### src/cbta_pkg.sv
// Shared constants and types for the cubic Bezier trajectory axis.
package cbta_pkg;

  localparam int FRAC_BITS   = 16;
  localparam int FRAC_W      = FRAC_BITS + 1;
  localparam int TIME_W      = 16;
  localparam int POINT_W     = 32;
  localparam int CFG_ADDR_W  = 3;
  localparam int CFG_DATA_W  = 32;
  localparam int OUT_TDATA_W = 72;

  localparam logic [FRAC_W-1:0] WEIGHT_ONE = FRAC_W'(1) << FRAC_BITS;

  localparam logic [TIME_W-1:0] DURATION_RESET  = 16'd1000;
  localparam logic [FRAC_W-1:0] RAMP_UP_RESET   = 17'd16384;
  localparam logic [FRAC_W-1:0] RAMP_DOWN_RESET = 17'd49152;

  // quotient bits of the three dividers
  localparam int FRAC_DIV_Q   = FRAC_W;
  localparam int VEL_DIV_Q    = 47;
  localparam int WEIGHT_DIV_Q = FRAC_W;

  typedef enum logic [CFG_ADDR_W-1:0] {
    REG_POINT0,
    REG_POINT1,
    REG_POINT2,
    REG_POINT3,
    REG_PATH_DURATION,
    REG_PEAK_WEIGHT,
    REG_RAMP_UP_END,
    REG_RAMP_DOWN_START
  } cfg_reg_t;

endpackage

### src/cbta_div.sv
// Pipelined restoring divider, one quotient bit per register stage.
module cbta_div #(
  parameter int QW = cbta_pkg::FRAC_DIV_Q,
  parameter int DW = cbta_pkg::TIME_W
) (
  input  logic          clk,
  input  logic          en,
  input  logic [DW-1:0] in_rem,
  input  logic [QW-1:0] in_num,
  input  logic [DW-1:0] in_div,
  output logic [QW-1:0] quo
);

  logic [DW-1:0] rem_r   [QW];
  logic [QW-1:0] nq_r    [QW];
  logic [DW-1:0] div_r   [QW];
  logic [DW-1:0] rem_nxt [QW];
  logic [QW-1:0] nq_nxt  [QW];
  logic [DW-1:0] div_nxt [QW];
  logic [DW-1:0] rs      [QW];
  logic [QW-1:0] ns      [QW];
  logic [DW:0]   sh      [QW];
  logic          qb      [QW];

  always_comb begin
    for (int k = 0; k < QW; k++) begin
      if (k == 0) begin
        rs[k]      = in_rem;
        ns[k]      = in_num;
        div_nxt[k] = in_div;
      end else begin
        rs[k]      = rem_r[k-1];
        ns[k]      = nq_r[k-1];
        div_nxt[k] = div_r[k-1];
      end
      sh[k] = {rs[k], ns[k][QW-1]};
      if (sh[k] >= {1'b0, div_nxt[k]}) begin
        rem_nxt[k] = DW'(sh[k] - {1'b0, div_nxt[k]});
        qb[k]      = 1'b1;
      end else begin
        rem_nxt[k] = sh[k][DW-1:0];
        qb[k]      = 1'b0;
      end
      nq_nxt[k] = {ns[k][QW-2:0], qb[k]};
    end
  end

  always_ff @(posedge clk) begin
    if (en) begin
      for (int k = 0; k < QW; k++) begin
        rem_r[k] <= rem_nxt[k];
        nq_r[k]  <= nq_nxt[k];
        div_r[k] <= div_nxt[k];
      end
    end
  end

  assign quo = nq_r[QW-1];

endmodule

### config.mk
export PLATFORM = sky130hd
export DESIGN_NAME = cbta_div
export DESIGN_NICKNAME = d
export VERILOG_FILES = /design/src/cbta_pkg.sv /design/src/cbta_div.sv
export SDC_FILE = /design/constraint.sdc
export NUM_CORES = 1
export LEC_CHECK = 0
export BUFFER_PORTS_ARGS = -buffer_cell sky130_fd_sc_hd__buf_2
export CORE_MARGIN = 5
export CORE_UTILIZATION = 40
export CTS_BUF_LIST = sky130_fd_sc_hd__clkbuf_8
export DETAILED_ROUTE_END_ITERATION = 16
export HOLD_SLACK_MARGIN = 0.1
export PLACE_DENSITY = 0.52
export SYNTH_ARGS = -nofsm -noshare
export SYNTH_HDL_FRONTEND = slang
export SYNTH_SLANG_ARGS = --single-unit
export TNS_END_PERCENT = 30
### constraint.sdc
create_clock -name clk -period 5.45 [get_ports clk]
set_input_delay 0.545 -clock clk [delete_from_list [all_inputs] [get_ports clk]]
set_output_delay 0.545 -clock clk [all_outputs]
set_load 0.03 [all_outputs]
==> results.sh <==
export IMPL_ant_nets=0
export IMPL_cts_tree="done"
export IMPL_grt_max_degree=127
export IMPL_final_nets=3673
export IMPL_hold_path_class="in2reg"
export IMPL_first_global_vias=25030
export IMPL_io_pins=68
export IMPL_routed_via_density=5.132
export IMPL_r2r_end="rem_r[0][243]"
export IMPL_worstSkewPairLatency_ns=0.80
export IMPL_cts_buffers=142
export IMPL_cts_root_buf="clkbuf_8"
export IMPL_swShare_pct=35.07
export IMPL_drive_gt1_share_pct=11.64
export IMPL_dr_total_vias=24210
export IMPL_synth_seq_area_share_pct=60.75
export IMPL_drc=0
export IMPL_hold_viol_final=0
export IMPL_synth_edf_count=801
export IMPL_syn_inst=3107
export IMPL_gp_congestion=0.9192
export IMPL_grt_use_met3_pct=3.067
export IMPL_combPwrFrac_pct=39.8
export IMPL_clock_skew_final_ns=0.03592
export IMPL_clk_pin_slew_ns=0.05
export IMPL_dp_hpwl_microns=55380
export IMPL_cts_sinks=801
export IMPL_synth_area_leaders="edfxtp_1 61%, ha_1 8.6%, inv_1 3.3%"
export IMPL_ys_ff_latch=801
export IMPL_fin_crit_ns=3.892
export IMPL_grt_pass1_wl_microns=124100
export IMPL_ir_worst_vdd_mv=0.2083
export IMPL_ctsHoldBuffers=48
export IMPL_h_tree_depth=4
export IMPL_synth_top_area_share_pct=60.75
export IMPL_critPathLaunch="div_r[0][225]"
export IMPL_std_cell_rows=115
export IMPL_r2r_cells=11
export IMPL_slew_violations=0
export IMPL_die_h_microns=324.6
export IMPL_drv_cap=0
export IMPL_clockBufferDepth=3
export IMPL_cp_required_ns=5.98
export IMPL_drt_wl_total_microns=77570
export IMPL_initial_core_util_pct=40.29
export IMPL_grt_use_met2_pct=25.60
export IMPL_fin_area_sq_um=44530
export IMPL_async_flop_share_pct=0
export IMPL_syn_nets=3446
export IMPL_dieArea_sq_um=105400
export IMPL_cp_end_kind="flip-flop"
export IMPL_routedWlPerCell_microns=16.45
export IMPL_p_leak_uw=0.01793
export IMPL_synth_area_sq_um=39590
export IMPL_crit_end="rem_r[0][243]"
export IMPL_p_sw_uw=8434
export IMPL_setup_violations=0
export IMPL_yosys_cell_types_count=76
export IMPL_crit_fanout=17
export IMPL_antenna_found_initial=1
export IMPL_seqPwrFrac_pct=39.2
export IMPL_status="finished, final reports clean"
export IMPL_worstPathArrival_ns=4.42
export IMPL_cts_resized=0
export IMPL_synth_top_cell_by_area="edfxtp_1"
export IMPL_drt_first_pass_iters=5
export IMPL_rsz0062_at_grt="false"
export IMPL_worstMarginPinSlew_ns=1.199
export IMPL_post_cts_buffers=0
export IMPL_post_route_period_util_pct=71.41
export IMPL_clock_fmax_mhz=256.9
export IMPL_placed_cell_area_sq_um=41540
export IMPL_port_buffers=67
export IMPL_ys_warn_count=0
export IMPL_first_iter_violations=1317
export IMPL_intPower_uw=15610
export IMPL_powerDensity_nw_per_um2=540.0
export IMPL_overflow=0
export IMPL_top_usage_layer="met2"
export IMPL_global_route_usage_met1_pct=16.08
export IMPL_r2r_slack_ns=1.56
export IMPL_die_width_microns=324.6
export IMPL_yosysMostFrequentCell="edfxtp_1"
export IMPL_grt_total_usage_pct=14.38
export IMPL_synth_area_per_cell_sq_um=12.74
export IMPL_slew_headroom_pct=19.80
export IMPL_synth_commonest_cells="801 x edfxtp_1, 350 x inv_1, 272 x ha_1"
export IMPL_startpoint_type="flip-flop"
export IMPL_power_share_clock_pct=21.0
export IMPL_finalSetupTns_ns=0
export IMPL_area_delta_synth_final_pct=12.47
export IMPL_reg2reg_from="div_r[0][225]"
export IMPL_placeableCoreArea_sq_um=98280
export IMPL_synth_ff_type="edfxtp_1"
export IMPL_path_class="reg2reg"
-- layout make-up --
cell class              count  area (sq um)
fillers                  8787         53740
flip-flops and latches    801         24050
multi-input cells        1903         13990
clock buffers             142          1954
well taps                1287          1610
inverters                 351          1318
repair buffers            135          1051
clock inverters            97         556.8
diodes                      1         2.502
-- worst min-delay path by stage --
stage | end | start | slack, ns | cells past startpoint
global route | rem_r[0][15] | in_rem[15] | 0.22 | 4
detailed placement | nq_r[0][118] | nq_r[0][100] | 0.40 | 0
global placement | nq_r[0][177] | nq_r[0][159] | 0.40 | 0
finish | rem_r[0][15] | in_rem[15] | 0.24 | 4
CTS | rem_r[0][15] | in_rem[15] | 0.12 | 4
floorplan | nq_r[0][100] | nq_r[0][82] | 0.40 | 0
-- power groups by stage --
| stage | combinational, uW | clock (uW) | sequential, uW |
|---|---|---|---|
| after floorplan | 7330 | 0 | 9270 |
| after global placement | 9140 | 0 | 9550 |
| after detailed placement | 9460 | 0 | 9560 |
| after CTS | 9550 | 5300 | 9450 |
| after global routing | 10600 | 5590 | 9580 |
| final | 9570 | 5040 | 9430 |
-- registers in the layout (all words and copies together), names as in the netlist --
name	count
nq_r	289
div_r	256
rem_r	256
-- critical path, cell delays in order, from the launching register on --
cell and delay, ns:
edfxtp_1 0.40, inv_1 0.06, ha_1 0.30, nor2b_1 0.15, o2111ai_1 0.28, a31oi_1 0.25, a21oi_2 0.27, o21bai_1 0.13
nor4_1 0.28, o21ai_1 0.15, a211oi_4 0.94, mux2_2 0.42
-- cells in the final DEF, fill, tap and decap left out, types with 37 or more instances in the layout --
master	n
clkbuf_8	142
ha_1	272
a21o_1	81
nand3_1	38
xnor2_1	104
o21a_1	37
dlygate4sd3_1	48
xor2_1	66
nor2b_1	45
edfxtp_1	801
nand2_1	159
mux2_2	110
a21oi_1	197
nor2_1	211
nor3_1	68
inv_1	397
buf_2	66
o21ai_0	152
-- stage by stage --
step	hold WS [ns]	power, uW	std cells	utilization (%)	setup WS (ns)
2_1_floorplan	0.4003	16600	3107	-	2.428
3_5_place_dp	0.4045	19020	4429	42.27	1.468
4_1_cts	0.1176	24310	4716	45.31	1.586
5_1_grt	0.2216	25740	4717	45.31	1.377
3_3_place_gp	0.4004	18690	4429	42.27	1.578
6_report	0.2364	24050	4717	45.31	1.558
-- routing by layer --
| metal | vias up | wire (microns) |
|---|---|---|
| li1 | 11880 | - |
| met1 | 11580 | 31170 |
| met2 | 499 | 39230 |
| met3 | 241 | 3282 |
| met4 | 0 | 3886 |
| met5 | - | 0 |
-- cells by family (layout without fill, tap and decap cells) --
| logic type | after synthesis | after routing | share of synthesized area [%] |
|---|---|---|---|
| flops | 801 | 801 | 60.75 |
| simple gates | 674 | 674 | 8.140 |
| compound gates | 641 | 641 | 10.24 |
| buf+inv | 403 | 725 | 4.064 |
| fa+ha+maj | 288 | 288 | 9.404 |
| xor+xnor | 170 | 170 | 3.760 |
| mux | 130 | 130 | 3.647 |
| other cells | 0 | 1 | 0 |
No activity file was read; power rests on OpenSTA's default activity.
